===== config.mk =====
export PLATFORM = sky130hd
export DESIGN_NAME = priority_round_robin_task_scheduler_top_flat
export DESIGN_NICKNAME = d
export VERILOG_FILES = /design/src/rtl/core/prrts_pkg.sv /design/src/rtl/core/prrts_if.sv /design/src/rtl/core/prrts_ctrl.sv /design/src/rtl/core/prrts_dp.sv /design/src/rtl/core/priority_round_robin_task_scheduler_top.sv /design/src/flat_wrapper.sv
export SDC_FILE = /design/constraint.sdc
export NUM_CORES = 2
export LEC_CHECK = 0
export BUFFER_PORTS_ARGS = -buffer_cell sky130_fd_sc_hd__buf_2
export CORE_UTILIZATION = 47
export CTS_CLUSTER_DIAMETER = 60
export DETAILED_ROUTE_END_ITERATION = 7
export SYNTH_ARGS = -nofsm -noshare
export SYNTH_HDL_FRONTEND = slang
export SYNTH_SLANG_ARGS = --single-unit

===== constraint.sdc =====
create_clock -name clk -period 7.57 [get_ports clk]
set_input_delay 0.757 -clock clk [delete_from_list [all_inputs] [get_ports clk]]
set_output_delay 0.757 -clock clk [all_outputs]
set_load 0.03 [all_outputs]

===== src/rtl/core/prrts_pkg.sv =====
`default_nettype none
// ----------------------------------------------------------------------------
// prrts_pkg - shared types and codes of the task scheduler
// Field widths, request and status codes, controller/datapath command types.
// ----------------------------------------------------------------------------
package prrts_pkg;

	localparam int REQ_W      = 3;
	localparam int PRIO_W     = 3;
	localparam int DEV_W      = 8;
	localparam int STAT_W     = 3;
	localparam int TID_W      = 6;
	localparam int WOKE_W     = 7;
	localparam int CFG_DATA_W = 16;
	localparam int CFG_IDX_W  = 1;
	localparam int QUANT_W    = 16;
	localparam int DCNT_W     = 9;

	localparam logic [REQ_W-1:0] REQ_START  = 3'd0;
	localparam logic [REQ_W-1:0] REQ_EXEC   = 3'd1;
	localparam logic [REQ_W-1:0] REQ_FORK   = 3'd2;
	localparam logic [REQ_W-1:0] REQ_WAIT   = 3'd3;
	localparam logic [REQ_W-1:0] REQ_SIGNAL = 3'd4;
	localparam logic [REQ_W-1:0] REQ_EXIT   = 3'd5;

	localparam logic [STAT_W-1:0] ST_OK       = 3'd0;
	localparam logic [STAT_W-1:0] ST_BAD_DEV  = 3'd1;
	localparam logic [STAT_W-1:0] ST_BAD_PRIO = 3'd2;
	localparam logic [STAT_W-1:0] ST_NO_SLOT  = 3'd3;
	localparam logic [STAT_W-1:0] ST_BAD_STATE = 3'd4;

	localparam logic [CFG_IDX_W-1:0] CFG_QUANTUM = 1'b0;
	localparam logic [CFG_IDX_W-1:0] CFG_DEVICES = 1'b1;

	typedef enum logic [3:0] {
		CMD_NONE,
		CMD_CAPTURE,
		CMD_START,
		CMD_FORK,
		CMD_WAIT_WR,
		CMD_EXIT,
		CMD_SIG_LOAD,
		CMD_SIG_RDT,
		CMD_SIG_MOVE,
		CMD_SIG_END,
		CMD_STEP_EVAL,
		CMD_STEP_POP,
		CMD_STEP_SWAP,
		CMD_RESULT
	} cmd_t;

	typedef struct packed {
		cmd_t              op;
		logic [STAT_W-1:0] status;
	} dp_cmd_t;

	typedef struct packed {
		logic [REQ_W-1:0] req;
		logic             started;
		logic             start_bad;
		logic             prio_bad;
		logic             full;
		logic             dev_bad;
		logic             replace;
		logic             sig_more;
	} dp_stat_t;

endpackage
`default_nettype wire


===== src/rtl/core/prrts_if.sv =====
`default_nettype none
// ----------------------------------------------------------------------------
// prrts_if - channel interfaces of the task scheduler
// Request, result and configuration write channels, valid/ready handshake.
// ----------------------------------------------------------------------------
interface prrts_req_if import prrts_pkg::*; ();
	logic              valid;
	logic              ready;
	logic [REQ_W-1:0]  req_type;
	logic [PRIO_W-1:0] task_priority;
	logic [DEV_W-1:0]  device_index;
	modport source (output valid, req_type, task_priority, device_index, input ready);
	modport sink   (input valid, req_type, task_priority, device_index, output ready);
endinterface

interface prrts_res_if import prrts_pkg::*; ();
	logic              valid;
	logic              ready;
	logic [STAT_W-1:0] status;
	logic [TID_W-1:0]  running_task;
	logic              running_valid;
	logic [TID_W-1:0]  new_task;
	logic [WOKE_W-1:0] woken_count;
	logic              all_idle;
	modport source (output valid, status, running_task, running_valid, new_task,
		woken_count, all_idle, input ready);
	modport sink   (input valid, status, running_task, running_valid, new_task,
		woken_count, all_idle, output ready);
endinterface

interface prrts_cfg_if import prrts_pkg::*; ();
	logic                  valid;
	logic                  ready;
	logic [CFG_IDX_W-1:0]  index;
	logic [CFG_DATA_W-1:0] data;
	modport source (output valid, index, data, input ready);
	modport sink   (input valid, index, data, output ready);
endinterface
`default_nettype wire


===== src/rtl/core/prrts_ctrl.sv =====
`default_nettype none
// ----------------------------------------------------------------------------
// prrts_ctrl - scheduler sequencer
// Decodes the captured request, walks it through the datapath steps.
// ----------------------------------------------------------------------------
module prrts_ctrl import prrts_pkg::*; (
	input  wire logic     clk,
	input  wire logic     arst_n,
	input  wire logic     in_valid,
	output logic          in_ready,
	output logic          out_valid,
	input  wire logic     out_ready,
	input  wire dp_stat_t stat,
	output dp_cmd_t       cmd
);

	typedef enum logic [3:0] {
		S_IDLE, S_DISPATCH, S_WAIT_WR, S_SIG_LOAD, S_SIG_CHK, S_SIG_DO,
		S_STEP_A, S_STEP_B, S_STEP_C, S_DONE
	} state_t;

	state_t            state_q, state_d;
	logic [STAT_W-1:0] status_q, status_d;
	logic              out_valid_q;
	logic              load_res;

	assign in_ready  = (state_q == S_IDLE);
	assign out_valid = out_valid_q;
	assign load_res  = (state_q == S_DONE) && (!out_valid_q || out_ready);

	always_comb begin
		state_d    = state_q;
		status_d   = status_q;
		cmd.op     = CMD_NONE;
		cmd.status = status_q;
		case (state_q)
			S_IDLE: begin
				if (in_valid) begin
					cmd.op  = CMD_CAPTURE;
					state_d = S_DISPATCH;
				end
			end
			S_DISPATCH: begin
				status_d = ST_OK;
				state_d  = S_DONE;
				if (stat.req > REQ_EXIT) begin
					status_d = ST_OK;
				end else if (stat.req == REQ_START) begin
					if (stat.started) begin
						status_d = ST_BAD_STATE;
					end else if (stat.start_bad) begin
						status_d = ST_BAD_DEV;
					end else begin
						cmd.op  = CMD_START;
						state_d = S_STEP_A;
					end
				end else if (!stat.started) begin
					status_d = ST_BAD_STATE;
				end else if (stat.req == REQ_EXEC) begin
					state_d = S_STEP_A;
				end else if (stat.req == REQ_FORK) begin
					if (stat.prio_bad) begin
						status_d = ST_BAD_PRIO;
					end else if (stat.full) begin
						status_d = ST_NO_SLOT;
					end else begin
						cmd.op  = CMD_FORK;
						state_d = S_STEP_A;
					end
				end else if (stat.req == REQ_WAIT || stat.req == REQ_SIGNAL) begin
					if (stat.dev_bad) begin
						status_d = ST_BAD_DEV;
					end else if (stat.req == REQ_WAIT) begin
						state_d = S_WAIT_WR;
					end else begin
						state_d = S_SIG_LOAD;
					end
				end else begin
					cmd.op  = CMD_EXIT;
					state_d = S_STEP_A;
				end
			end
			S_WAIT_WR: begin
				cmd.op  = CMD_WAIT_WR;
				state_d = S_STEP_A;
			end
			S_SIG_LOAD: begin
				cmd.op  = CMD_SIG_LOAD;
				state_d = S_SIG_CHK;
			end
			S_SIG_CHK: begin
				if (stat.sig_more) begin
					cmd.op  = CMD_SIG_RDT;
					state_d = S_SIG_DO;
				end else begin
					cmd.op  = CMD_SIG_END;
					state_d = S_STEP_A;
				end
			end
			S_SIG_DO: begin
				cmd.op  = CMD_SIG_MOVE;
				state_d = S_SIG_CHK;
			end
			S_STEP_A: begin
				cmd.op  = CMD_STEP_EVAL;
				state_d = stat.replace ? S_STEP_B : S_DONE;
			end
			S_STEP_B: begin
				cmd.op  = CMD_STEP_POP;
				state_d = S_STEP_C;
			end
			S_STEP_C: begin
				cmd.op  = CMD_STEP_SWAP;
				state_d = S_DONE;
			end
			S_DONE: begin
				if (load_res) begin
					cmd.op  = CMD_RESULT;
					state_d = S_IDLE;
				end
			end
			default: begin
				state_d = S_IDLE;
			end
		endcase
	end

	always_ff @(posedge clk or negedge arst_n) begin
		if (!arst_n) begin
			state_q     <= S_IDLE;
			status_q    <= ST_OK;
			out_valid_q <= 1'b0;
		end else begin
			state_q  <= state_d;
			status_q <= status_d;
			if (load_res) begin
				out_valid_q <= 1'b1;
			end else if (out_ready) begin
				out_valid_q <= 1'b0;
			end
		end
	end

endmodule
`default_nettype wire


===== src/rtl/core/prrts_dp.sv =====
`default_nettype none
// ----------------------------------------------------------------------------
// prrts_dp - scheduler datapath
// Task table, ready and wait queues, running task, quantum, result register.
// ----------------------------------------------------------------------------
module prrts_dp import prrts_pkg::*; #(
	parameter int LEVELS    = 6,
	parameter int DEVICES   = 256,
	parameter int MAX_TASKS = 64
) (
	input  wire logic                  clk,
	input  wire logic                  arst_n,
	input  wire logic                  cfg_we,
	input  wire logic [CFG_IDX_W-1:0]  cfg_index,
	input  wire logic [CFG_DATA_W-1:0] cfg_data,
	input  wire logic [REQ_W-1:0]      in_req,
	input  wire logic [PRIO_W-1:0]     in_prio,
	input  wire logic [DEV_W-1:0]      in_dev,
	input  wire dp_cmd_t               cmd,
	output dp_stat_t                   stat,
	output logic [STAT_W-1:0]          res_status,
	output logic [TID_W-1:0]           res_running,
	output logic                       res_running_valid,
	output logic [TID_W-1:0]           res_new,
	output logic [WOKE_W-1:0]          res_woken,
	output logic                       res_idle
);

	localparam int IDW = $clog2(MAX_TASKS);
	localparam int LVW = $clog2(LEVELS);
	localparam int DVW = (DEVICES > 1) ? $clog2(DEVICES) : 1;
	localparam int TMW = $clog2(MAX_TASKS + 1);

	// configuration
	logic [QUANT_W-1:0] tq_q;
	logic [DCNT_W-1:0]  dc_q;

	// captured request
	logic [REQ_W-1:0]  req_q;
	logic [PRIO_W-1:0] prio_q;
	logic [DEV_W-1:0]  dev_q;

	// scheduler state
	logic               started_q;
	logic [IDW-1:0]     cur_q;
	logic               cur_vld_q;
	logic [LVW-1:0]     cur_lvl_q;
	logic [QUANT_W-1:0] quant_q;
	logic [TMW-1:0]     made_q;
	logic [IDW-1:0]     new_id_q;
	logic [TMW-1:0]     woken_q;
	logic [LVW-1:0]     best_q;
	logic [IDW-1:0]     next_q;
	logic [LVW-1:0]     next_lvl_q;
	logic [IDW-1:0]     sig_head_q;
	logic [IDW-1:0]     sig_tail_q;
	logic               sig_live_q;

	logic [IDW-1:0]     rhead_q [LEVELS];
	logic [IDW-1:0]     rtail_q [LEVELS];
	logic [LEVELS-1:0]  rne_q;
	logic [DEVICES-1:0] wne_q;

	// memories
	logic [LVW-1:0]     lvl_mem  [MAX_TASKS];
	logic [IDW-1:0]     link_mem [MAX_TASKS];
	logic [2*IDW-1:0]   wq_mem   [DEVICES];
	logic [LVW-1:0]     lvl_rd;
	logic [IDW-1:0]     link_rd;
	logic [2*IDW-1:0]   wq_rd;

	logic [QUANT_W-1:0] qload, qdec;
	logic               expired;
	logic [LVW-1:0]     best_w;
	logic               any_rdy;
	logic               replace_w;
	logic [DCNT_W-1:0]  dev_lim;
	logic [DVW-1:0]     dix;
	logic               wne_cur;
	logic [IDW-1:0]     wq_head, wq_tail;
	logic [IDW-1:0]     t_raddr;

	logic               app_en;
	logic [LVW-1:0]     app_lvl;
	logic [IDW-1:0]     app_id;
	logic               lw_en;
	logic [IDW-1:0]     lw_addr, lw_data;
	logic               vw_en;
	logic [IDW-1:0]     vw_addr;
	logic [LVW-1:0]     vw_data;
	logic               wq_we;

	assign qload   = (tq_q == '0) ? QUANT_W'(1) : tq_q;
	assign qdec    = (quant_q != '0) ? quant_q - QUANT_W'(1) : '0;
	assign expired = (qdec == '0);
	assign dev_lim = (dc_q > DCNT_W'(DEVICES)) ? DCNT_W'(DEVICES) : dc_q;
	assign dix     = dev_q[DVW-1:0];
	assign wne_cur = wne_q[dix];
	assign wq_head = wq_rd[2*IDW-1:IDW];
	assign wq_tail = wq_rd[IDW-1:0];
	assign any_rdy = |rne_q;

	always_comb begin
		best_w = '0;
		for (int i = 0; i < LEVELS; i++) begin
			if (rne_q[i]) begin
				best_w = LVW'(i);
			end
		end
	end

	assign replace_w = any_rdy && (!cur_vld_q || (best_w > cur_lvl_q) ||
		((best_w == cur_lvl_q) && expired));

	assign stat.req       = req_q;
	assign stat.started   = started_q;
	assign stat.start_bad = dc_q > DCNT_W'(DEVICES);
	assign stat.prio_bad  = 4'(prio_q) >= 4'(LEVELS);
	assign stat.full      = made_q >= TMW'(MAX_TASKS);
	assign stat.dev_bad   = {1'b0, dev_q} >= dev_lim;
	assign stat.replace   = replace_w;
	assign stat.sig_more  = sig_live_q && (woken_q < TMW'(MAX_TASKS));

	// ready-queue append source
	always_comb begin
		app_en  = 1'b0;
		app_lvl = cur_lvl_q;
		app_id  = cur_q;
		case (cmd.op)
			CMD_FORK: begin
				app_en  = 1'b1;
				app_lvl = prio_q[LVW-1:0];
				app_id  = made_q[IDW-1:0];
			end
			CMD_SIG_MOVE: begin
				app_en  = 1'b1;
				app_lvl = lvl_rd;
				app_id  = sig_head_q;
			end
			CMD_STEP_SWAP: begin
				app_en  = cur_vld_q;
			end
			default: begin
				app_en  = 1'b0;
			end
		endcase
	end

	// link and level table writes
	always_comb begin
		lw_en   = 1'b0;
		lw_addr = rtail_q[app_lvl];
		lw_data = app_id;
		if (app_en && rne_q[app_lvl]) begin
			lw_en = 1'b1;
		end else if (cmd.op == CMD_WAIT_WR && cur_vld_q && wne_cur) begin
			lw_en   = 1'b1;
			lw_addr = wq_tail;
			lw_data = cur_q;
		end
		vw_en   = (cmd.op == CMD_START) || (cmd.op == CMD_FORK);
		vw_addr = (cmd.op == CMD_FORK) ? made_q[IDW-1:0] : '0;
		vw_data = (cmd.op == CMD_FORK) ? prio_q[LVW-1:0] : '0;
	end

	assign wq_we   = (cmd.op == CMD_WAIT_WR) && cur_vld_q;
	assign t_raddr = (cmd.op == CMD_SIG_RDT) ? sig_head_q : rhead_q[best_w];

	always_ff @(posedge clk) begin
		if (lw_en) begin
			link_mem[lw_addr] <= lw_data;
		end
		if (vw_en) begin
			lvl_mem[vw_addr] <= vw_data;
		end
		lvl_rd  <= lvl_mem[t_raddr];
		link_rd <= link_mem[t_raddr];
	end

	always_ff @(posedge clk) begin
		if (wq_we) begin
			wq_mem[dix] <= {(wne_cur ? wq_head : cur_q), cur_q};
		end
		wq_rd <= wq_mem[dix];
	end

	// captured request and result register
	always_ff @(posedge clk) begin
		if (cmd.op == CMD_CAPTURE) begin
			req_q  <= in_req;
			prio_q <= in_prio;
			dev_q  <= in_dev;
		end
		if (cmd.op == CMD_RESULT) begin
			res_status        <= cmd.status;
			res_running       <= cur_vld_q ? TID_W'(cur_q) : '0;
			res_running_valid <= cur_vld_q;
			res_new           <= TID_W'(new_id_q);
			res_woken         <= WOKE_W'(woken_q);
			res_idle          <= !cur_vld_q && !any_rdy;
		end
	end

	always_ff @(posedge clk or negedge arst_n) begin
		if (!arst_n) begin
			tq_q <= QUANT_W'(1);
			dc_q <= '0;
		end else if (cfg_we) begin
			case (cfg_index)
				CFG_QUANTUM: tq_q <= cfg_data;
				CFG_DEVICES: dc_q <= cfg_data[DCNT_W-1:0];
				default: begin
				end
			endcase
		end
	end

	// ready queues
	always_ff @(posedge clk or negedge arst_n) begin
		if (!arst_n) begin
			rne_q <= '0;
			for (int i = 0; i < LEVELS; i++) begin
				rhead_q[i] <= '0;
				rtail_q[i] <= '0;
			end
		end else if (cmd.op == CMD_START) begin
			rne_q <= '0;
		end else if (cmd.op == CMD_STEP_POP) begin
			if (rhead_q[best_q] == rtail_q[best_q]) begin
				rne_q[best_q] <= 1'b0;
			end else begin
				rhead_q[best_q] <= link_rd;
			end
		end else if (app_en) begin
			if (!rne_q[app_lvl]) begin
				rhead_q[app_lvl] <= app_id;
			end
			rtail_q[app_lvl] <= app_id;
			rne_q[app_lvl]   <= 1'b1;
		end
	end

	// wait-queue occupancy
	always_ff @(posedge clk or negedge arst_n) begin
		if (!arst_n) begin
			wne_q <= '0;
		end else if (cmd.op == CMD_START) begin
			wne_q <= '0;
		end else if (wq_we) begin
			wne_q[dix] <= 1'b1;
		end else if (cmd.op == CMD_SIG_END) begin
			wne_q[dix] <= 1'b0;
		end
	end

	// running task, quantum, signal walk
	always_ff @(posedge clk or negedge arst_n) begin
		if (!arst_n) begin
			started_q  <= 1'b0;
			cur_q      <= '0;
			cur_vld_q  <= 1'b0;
			cur_lvl_q  <= '0;
			quant_q    <= '0;
			made_q     <= '0;
			new_id_q   <= '0;
			woken_q    <= '0;
			best_q     <= '0;
			next_q     <= '0;
			next_lvl_q <= '0;
			sig_head_q <= '0;
			sig_tail_q <= '0;
			sig_live_q <= 1'b0;
		end else begin
			case (cmd.op)
				CMD_CAPTURE: begin
					new_id_q <= '0;
					woken_q  <= '0;
				end
				CMD_START: begin
					made_q    <= TMW'(1);
					cur_q     <= '0;
					cur_vld_q <= 1'b1;
					cur_lvl_q <= '0;
					quant_q   <= qload;
					started_q <= 1'b1;
				end
				CMD_FORK: begin
					made_q   <= made_q + TMW'(1);
					new_id_q <= made_q[IDW-1:0];
				end
				CMD_WAIT_WR, CMD_EXIT: begin
					cur_vld_q <= 1'b0;
					cur_q     <= '0;
				end
				CMD_SIG_LOAD: begin
					sig_head_q <= wq_head;
					sig_tail_q <= wq_tail;
					sig_live_q <= wne_cur;
				end
				CMD_SIG_MOVE: begin
					woken_q <= woken_q + TMW'(1);
					if (sig_head_q == sig_tail_q) begin
						sig_live_q <= 1'b0;
					end else begin
						sig_head_q <= link_rd;
					end
				end
				CMD_SIG_END: begin
					sig_live_q <= 1'b0;
				end
				CMD_STEP_EVAL: begin
					best_q <= best_w;
					if (!replace_w) begin
						if (cur_vld_q) begin
							quant_q <= expired ? qload : qdec;
						end else begin
							quant_q <= '0;
						end
					end
				end
				CMD_STEP_POP: begin
					next_q     <= rhead_q[best_q];
					next_lvl_q <= lvl_rd;
				end
				CMD_STEP_SWAP: begin
					cur_q     <= next_q;
					cur_vld_q <= 1'b1;
					cur_lvl_q <= next_lvl_q;
					quant_q   <= qload;
				end
				default: begin
				end
			endcase
		end
	end

endmodule
`default_nettype wire


===== src/rtl/core/priority_round_robin_task_scheduler_top.sv =====
`default_nettype none
// ----------------------------------------------------------------------------
// priority_round_robin_task_scheduler_top - preemptive priority scheduler
// Ready queue per level, wait queue per device, round-robin on the quantum.
// ----------------------------------------------------------------------------
// Usage:
//   req : request items (req_type, task_priority, device_index). One item is
//         taken at a time; ready is high only while the sequencer is idle.
//   res : one result item per request, held in an output register until
//         taken. The next request is accepted while a result still waits;
//         its own result is held back until the previous one has gone.
//   cfg : register writes (index 0 quantum length, 1 device_count), always
//         ready; the user writes only while no request is in flight, which
//         the block itself does not enforce.
// Sequence from accept to result valid: rejected or unknown requests go
//   straight to the result; others evaluate the step and, when a ready task
//   takes over, pop it and swap it in. A wait first writes the wait queue;
//   a signal loads it, then does a task-table read and an append per waiter.
// Reset clears all queues and the running task; nothing runs until start.
// A stalled receiver holds the result and, at most, one request behind it.
// ----------------------------------------------------------------------------
module priority_round_robin_task_scheduler_top import prrts_pkg::*; #(
	parameter int LEVELS    = 6,
	parameter int DEVICES   = 256,
	parameter int MAX_TASKS = 64
) (
	input  wire logic  clk,
	input  wire logic  arst_n,
	prrts_req_if.sink  req,
	prrts_res_if.source res,
	prrts_cfg_if.sink  cfg
);

	dp_cmd_t  cmd;
	dp_stat_t stat;

	// configuration is always taken
	assign cfg.ready = 1'b1;

	prrts_ctrl u_ctrl (
		.clk       (clk),
		.arst_n    (arst_n),
		.in_valid  (req.valid),
		.in_ready  (req.ready),
		.out_valid (res.valid),
		.out_ready (res.ready),
		.stat      (stat),
		.cmd       (cmd)
	);

	prrts_dp #(
		.LEVELS    (LEVELS),
		.DEVICES   (DEVICES),
		.MAX_TASKS (MAX_TASKS)
	) u_dp (
		.clk               (clk),
		.arst_n            (arst_n),
		.cfg_we            (cfg.valid),
		.cfg_index         (cfg.index),
		.cfg_data          (cfg.data),
		.in_req            (req.req_type),
		.in_prio           (req.task_priority),
		.in_dev            (req.device_index),
		.cmd               (cmd),
		.stat              (stat),
		.res_status        (res.status),
		.res_running       (res.running_task),
		.res_running_valid (res.running_valid),
		.res_new           (res.new_task),
		.res_woken         (res.woken_count),
		.res_idle          (res.all_idle)
	);

`ifndef SYNTHESIS
	// no running task reports as task zero
	a_run_zero: assert property (@(posedge clk) disable iff (!arst_n)
		res.valid && !res.running_valid |-> res.running_task == '0)
		else $error("running_task nonzero with no running task");

	// idle means nothing runs
	a_idle: assert property (@(posedge clk) disable iff (!arst_n)
		res.valid && res.all_idle |-> !res.running_valid)
		else $error("all_idle with a running task");

	// a rejected request forks and wakes nothing
	a_reject: assert property (@(posedge clk) disable iff (!arst_n)
		res.valid && res.status != ST_OK |-> res.new_task == '0 && res.woken_count == '0)
		else $error("rejected request reports a side effect");
`endif

endmodule
`default_nettype wire

===== src/flat_wrapper.sv =====
// flat-port wrapper written by rule: the top's interface ports become plain ports
module priority_round_robin_task_scheduler_top_flat import prrts_pkg::*;
#(
	parameter int LEVELS    = 6,
	parameter int DEVICES   = 256,
	parameter int MAX_TASKS = 64
)
  (clk, arst_n, req_valid, req_req_type, req_task_priority, req_device_index, req_ready, res_valid, res_status, res_running_task, res_running_valid, res_new_task, res_woken_count, res_all_idle, res_ready, cfg_valid, cfg_index, cfg_data, cfg_ready);
  prrts_req_if req_i ();
  prrts_res_if res_i ();
  prrts_cfg_if cfg_i ();
  input  wire logic clk;
  input  wire logic arst_n;
  input wire logic [$bits(req_i.valid)-1:0] req_valid;
  input wire logic [$bits(req_i.req_type)-1:0] req_req_type;
  input wire logic [$bits(req_i.task_priority)-1:0] req_task_priority;
  input wire logic [$bits(req_i.device_index)-1:0] req_device_index;
  output wire logic [$bits(req_i.ready)-1:0] req_ready;
  output wire logic [$bits(res_i.valid)-1:0] res_valid;
  output wire logic [$bits(res_i.status)-1:0] res_status;
  output wire logic [$bits(res_i.running_task)-1:0] res_running_task;
  output wire logic [$bits(res_i.running_valid)-1:0] res_running_valid;
  output wire logic [$bits(res_i.new_task)-1:0] res_new_task;
  output wire logic [$bits(res_i.woken_count)-1:0] res_woken_count;
  output wire logic [$bits(res_i.all_idle)-1:0] res_all_idle;
  input wire logic [$bits(res_i.ready)-1:0] res_ready;
  input wire logic [$bits(cfg_i.valid)-1:0] cfg_valid;
  input wire logic [$bits(cfg_i.index)-1:0] cfg_index;
  input wire logic [$bits(cfg_i.data)-1:0] cfg_data;
  output wire logic [$bits(cfg_i.ready)-1:0] cfg_ready;
  assign req_i.valid = req_valid;
  assign req_i.req_type = req_req_type;
  assign req_i.task_priority = req_task_priority;
  assign req_i.device_index = req_device_index;
  assign req_ready = req_i.ready;
  assign res_valid = res_i.valid;
  assign res_status = res_i.status;
  assign res_running_task = res_i.running_task;
  assign res_running_valid = res_i.running_valid;
  assign res_new_task = res_i.new_task;
  assign res_woken_count = res_i.woken_count;
  assign res_all_idle = res_i.all_idle;
  assign res_i.ready = res_ready;
  assign cfg_i.valid = cfg_valid;
  assign cfg_i.index = cfg_index;
  assign cfg_i.data = cfg_data;
  assign cfg_ready = cfg_i.ready;
  priority_round_robin_task_scheduler_top #(.LEVELS(LEVELS), .DEVICES(DEVICES), .MAX_TASKS(MAX_TASKS)) u_core (.clk(clk), .arst_n(arst_n), .req(req_i), .res(res_i), .cfg(cfg_i));
endmodule

Yosys cells after proc, flatten, opt, wreduce, memory -nomap -nowiden
Memories as Yosys holds them, arrays and structs flattened. A register that Yosys moved wholly into a read port is not among the register bits.
Cells that the tools add are included.
{"block": "word_totals", "ramBits": 3648, "in_bits": 36, "reg_bits": 477, "mem_count": 3}
{"block": "op_classes", "mux": 125, "bitwise": 12, "n_eq_ne": 37, "addsub": 3, "n_reduce_logical": 54, "n_lt_le_gt_ge": 18}
{"name": "u_core.u_dp.wq_mem", "words": 256, "word_bits": 12, "read_ports": 1, "rd_ports_with_merged_regs": 1, "write_ports": 1, "line": "prrts_dp.sv:67", "source": "logic [2*IDW-1:0] wq_mem [DEVICES];"}
{"name": "u_core.u_dp.link_mem", "words": 64, "word_bits": 6, "read_ports": 1, "rd_ports_with_merged_regs": 1, "write_ports": 1, "line": "prrts_dp.sv:66", "source": "logic [IDW-1:0] link_mem [MAX_TASKS];"}
{"name": "u_core.u_dp.lvl_mem", "words": 64, "word_bits": 3, "read_ports": 1, "rd_ports_with_merged_regs": 1, "write_ports": 1, "line": "prrts_dp.sv:65", "source": "logic [LVW-1:0] lvl_mem [MAX_TASKS];"}
{"op": "$mux W256", "count": 3}
{"op": "$and A256 B256 Y256", "count": 1}
{"op": "$not A256 Y256", "count": 1}
{"op": "$or A256 B256 Y256", "count": 1}
{"op": "$mux W36", "count": 4}
{"op": "$mux W6", "count": 22}
{"op": "$bwmux W36", "count": 3}
{"op": "$mux W4", "count": 21}
{"op": "$mux W16", "count": 5}
{"op": "$bmux W6 S3", "count": 4}
{"op": "$pmux W6 S2", "count": 4}
{"op": "$pmux W4 S10", "count": 1}
{"op": "$demux W6 S3", "count": 2}
{"op": "$pmux W4 S9", "count": 1}
{"op": "$eq A4 B3 Y1 const B", "count": 8}
{"op": "$eq A4 B4 Y1 const B", "count": 8}
{"op": "$logic_not A16 Y1", "count": 2}
{"op": "$pmux W16 S2", "count": 1}
{"op": "$mux W3", "count": 10}
{"op": "$pmux W7 S2", "count": 2}
{"op": "$mux W1", "count": 22}
{"op": "$reduce_bool A2 Y1", "count": 10}
{"op": "$mux W2", "count": 9}
{"op": "$eq A4 B2 Y1 const B", "count": 4}
{"op": "49 further kinds", "count": 100}

Logic depth before layout (Yosys ltp)
{"block": "logic_depth", "ltp_word": 20, "depth_mapped": 17}

Hierarchy
A second synthesis with hierarchy kept.
{"block": "hier_totals", "cells_unflattened": 9070, "area_unflattened_um2": 166394.6}
{"mod": "prrts_dp", "area_each_um2": 165642.6, "cells_per_inst": 8977, "instances": 1}
{"mod": "prrts_ctrl", "area_each_um2": 740.7, "cells_per_inst": 91, "instances": 1}
{"mod": "priority_round_robin_task_scheduler_top", "area_each_um2": 11.3, "cells_per_inst": 2, "instances": 1}

Worst setup path before layout
No wires, ideal clock.
{"block": "synth_timing", "kind": "flip-flop to flip-flop", "startpoint": "register u_core.u_dp.cur_q[4]", "endpoint": "memory u_core.u_dp.wq_mem[0][10] (netlist bit), data pin", "path_stages_with_launch": 2, "arrival_ns": 5.528, "t_required_ns": 7.014, "setup_slack_ns": 1.487, "n_path_buf": 0, "setup_time_ns": 0.556, "path_cell_list": "dfrtp_1 > mux2_2"}
{"block": "synth_between", "elab_chain_len": 1}
{"element": "start, declared", "line": "prrts_dp.sv:45", "source": "logic [IDW-1:0] cur_q;"}
{"element": "start signal, assigned", "line": "prrts_dp.sv:326", "source": "cur_q <= next_q;"}
{"element": "$mux W6", "line": "prrts_dp.sv:182", "source": "wq_mem[dix] <= {(wne_cur ? wq_head : cur_q), cur_q};"}
{"element": "end, declared", "line": "prrts_dp.sv:67"}
Every way passes these cells.

Worst setup path after layout
{"block": "layout_timing", "startpoint": "register u_core.u_dp.dev_q[0]", "endpoint": "memory u_core.u_dp.wq_mem[168][10] (netlist bit), data pin"}
{"block": "layout_between", "elab_chain_len": 3}
{"element": "start, declared", "line": "prrts_dp.sv:41", "source": "logic [DEV_W-1:0] dev_q;"}
{"element": "start signal, assigned", "line": "prrts_dp.sv:192", "source": "dev_q <= in_dev;"}
{"element": "$bmux W1 S8", "line": "prrts_dp.sv:98", "source": "assign wne_cur = wne_q[dix];"}
{"element": "$mux W1 (not written as such)", "line": "prrts_dp.sv:98"}
{"element": "$mux W6", "line": "prrts_dp.sv:182"}
Every way passes these cells. The select of a mux whose other input is x is not followed.

==> impl_metrics.env <==
export IMPL_fmax_ghz=0.144
export IMPL_insertion_delay_ps=980
export IMPL_grt_use_total_pct=25.2
export IMPL_grt_overflow_total=0
export IMPL_maxCapViolCount=0
export IMPL_nets=8493
export IMPL_fp_coreArea_um2=349000
export IMPL_netlist_instances=8158
export IMPL_synth_nets=8210
export IMPL_cp_data_required_time_ps=8170
export IMPL_cts_setup_buffers=0
export IMPL_worstPathMaxFanout=161
export IMPL_hold_viol=0
export IMPL_netlist_area_leader_share_pct=67.1
export IMPL_synth_ff_type="edfxtp_1"
export IMPL_row_count=217
export IMPL_drt_vias_per_instance=6.42
export IMPL_drc=0
export IMPL_die_w_um=595
export IMPL_route_detailed_wl_per_inst_um=33.5
export IMPL_grt_pass1_vias=86300
export IMPL_synthArstFlopShare_pct=10.6
export IMPL_synth_seq_area_share_pct=74.0
export IMPL_totalWireLength_um=450000
export IMPL_synthesis_area_um2=165000
export IMPL_endpoint="u_core.u_dp.wq_mem[168][10]"
export IMPL_powerDensity_nw_per_um2=322
export IMPL_clock_sinks=4146
export IMPL_setup_ws_ps=626
export IMPL_dp_slack_ps=866
export IMPL_synth_edf_count=3686
export IMPL_die_y_um=595
export IMPL_finalMaxSlewViolations=0
export IMPL_outcome="completed"
export IMPL_r2r_slack_ps=630
export IMPL_drt_initial_drc_count=10600
export IMPL_synth_area_top_cells="edfxtp_1, mux4_2, dfrtp_1"
export IMPL_htree_levels=5
export IMPL_synth_area_leader_cell="edfxtp_1"
export IMPL_arrival_ps=7540
export IMPL_vias=86200
export IMPL_finalCriticalPeriod_ps=6940
export IMPL_max_vdd_ir_drop_v=0.000357
export IMPL_finalSetupViolations=0
export IMPL_slew_headroom_pct=7.32
export IMPL_hold_class="primary input to flop"
export IMPL_power_leakage_nw=58.4
export IMPL_fin_crit_sh_pct=91.7
export IMPL_regToRegEndpoint="u_core.u_dp.wq_mem[168][10]"
export IMPL_fin_tns_setup_ps=0
export IMPL_grt_antenna_before_repair=35
export IMPL_avgSynthCellArea_um2=20.2
export IMPL_ys_types=95
export IMPL_synthMostInstantiatedCell="edfxtp_1"
export IMPL_finalClockSkew_ps=56.3
export IMPL_cts_resized=0
export IMPL_cp_start_kind="flop"
export IMPL_crit_path_start="u_core.u_dp.dev_q[0]"
export IMPL_grt_max_degree=223
export IMPL_cts_path_max_buffers=4
export IMPL_timing_worst_setup_path_type="flop to flop"
export IMPL_cts_hold_buffers=14
export IMPL_cp_end_kind="flop"
export IMPL_yosys_warnings=0
export IMPL_cts_made_buffers=436
export IMPL_netlist_top_cells_count="edfxtp_1, mux4_2, nor2_1, dfrtp_1, nand2_1"
export IMPL_cts_tree="built"
export IMPL_grt_pass1_wl_um=642000
export IMPL_io_buffers=61
export IMPL_clkTransAtPathRegs_ps=60
export IMPL_area_growth_pct=12.9
export IMPL_die_area_um2=353000
export IMPL_firstDrtPassIters=8
export IMPL_report_power_total_w=0.0601
export IMPL_reg2reg_depth=9
export IMPL_dp_hpwl_um=267000
export IMPL_io_pin_count=63
export IMPL_reg2reg_from="u_core.u_dp.dev_q[0]"
export IMPL_ys_seq_elements=4146
export IMPL_rsz0062_at_grt="no"
export IMPL_postRouteAntennaNets=0
export IMPL_worst_slew_pin_slew_ps=1370
export IMPL_cts_root_buf="clkbuf_16"
export IMPL_start_util_pct=47.2
export IMPL_drive_gt1_share_pct=30.6
export IMPL_place_gp_congestion=0.894
-- metal layers --
layer | vias to the layer above | routed length [µm] | global-route usage (%)
li1 | 34700 | - | -
met1 | 46400 | 184000 | 36.0
met2 | 4188 | 211000 | 39.4
met3 | 851 | 38600 | 4.75
met4 | 6 | 16900 | 8.62
met5 | - | 42 | 0
-- cell families (layout without fill, tap and decap cells) --
family,count (synthesis),after routing,share of synthesized area (%)
adders and majority gates,16,16,0.121
other,1,15,0.00227
buffers and inverters,545,1209,1.50
muxes,1314,1314,16.5
DFF,4146,4146,74.0
xor gates and xnor gates,28,28,0.149
AOI/OAI and AO/OA,918,918,4.58
and+or+nand+nor,1190,1190,3.17
-- power breakdown --
group | internal, W | switching, W
registers | 0.0268 | 0.000628
clock network | 0.0123 | 0.00897
logic | 0.00366 | 0.00769
-- flip-flops by register name, summed over array words and instances, names as in the netlist, 4 cells and up --
register                 count
u_core.u_dp.rhead_q         36
u_core.u_dp.lvl_mem        192
u_core.u_dp.sig_tail_q       6
u_core.u_dp.rne_q            6
u_core.u_dp.link_mem       384
u_core.u_dp.link_rd          6
u_core.u_dp.woken_q          7
u_core.u_dp.wq_mem        3072
u_core.u_dp.tq_q            16
u_core.u_dp.res_running      6
u_core.u_dp.rtail_q         36
u_core.u_ctrl.state_q        4
u_core.u_dp.cur_q            6
u_core.u_dp.next_q           6
u_core.u_dp.wq_rd           12
u_core.u_dp.new_id_q         6
u_core.u_dp.sig_head_q       6
u_core.u_dp.dc_q             9
u_core.u_dp.made_q           7
u_core.u_dp.dev_q            8
u_core.u_dp.res_new          6
u_core.u_dp.wne_q          256
u_core.u_dp.res_woken        7
u_core.u_dp.quant_q         16
-- cells in the final DEF, fill, tap and decap left out, drive strengths merged, types with 24 or more instances in the layout --
master / Yosys / layout
a211oi: 29 / 29
a21oi: 138 / 138
a221oi: 54 / 54
a22o: 42 / 42
a22oi: 96 / 96
and2: 27 / 27
buf: 275 / 350
bufinv: 0 / 32
clkbuf: 244 / 608
clkinv: 2 / 145
dfrtp: 438 / 438
edfxtp: 3686 / 3686
inv: 24 / 46
mux2: 102 / 102
mux2i: 102 / 102
mux4: 1110 / 1110
nand2: 407 / 407
nand2b: 24 / 24
nand3: 63 / 63
nor2: 478 / 478
nor2b: 30 / 30
nor3: 40 / 40
o21ai: 108 / 108
o221a: 256 / 256
-- worst min path at each step --
stage | startpoint | endpoint | slack (ps) | cells past startpoint
floorplan | u_core.u_dp.lvl_rd[0] | u_core.u_dp.next_lvl_q[0] | 410 | 2
global placement | u_core.u_ctrl.status_q[1] | u_core.u_dp.res_status[1] | 440 | 0
detailed placement | u_core.u_ctrl.status_q[2] | u_core.u_dp.res_status[2] | 440 | 0
CTS | cfg_data[9] | u_core.u_dp.tq_q[9] | 1 | 2
global route | cfg_data[9] | u_core.u_dp.tq_q[9] | 40 | 2
finish | cfg_data[13] | u_core.u_dp.tq_q[13] | 80 | 2
-- worst max-delay path: stages (launching register included) --
cell       delay, ps
edfxtp_1        1040
buf_4            510
mux4_2           370
mux2i_1          150
o21ai_0          120
a2111oi_0       1170
or4_1            310
or4_1            750
mux2_8           880
buf_4            840
-- layout make-up --
| type | instances | area (µm²) |
|---|---|---|
| clock buffers | 608 | 12100 |
| fillers | 26600 | 163000 |
| flip-flops and latches | 4146 | 122000 |
| well taps | 4599 | 5750 |
| clock inverters | 211 | 2220 |
| multi-input cells | 3467 | 41200 |
| diodes | 14 | 35.0 |
| inverters | 26 | 97.6 |
| repair buffers | 364 | 2880 |
-- metrics by stage --
step	utilization (%)	hold slack [ps]	instance area, µm²	instances
finish	53.3	78.1	186000	13400
global route	53.3	43.7	186000	13400
CTS	53.3	0.960	186000	13400
detailed placement	49.2	440	172000	12600
global placement	49.2	443	172000	12600
floorplan	-	408	165000	8158
Power figures use the tool's default switching activity.
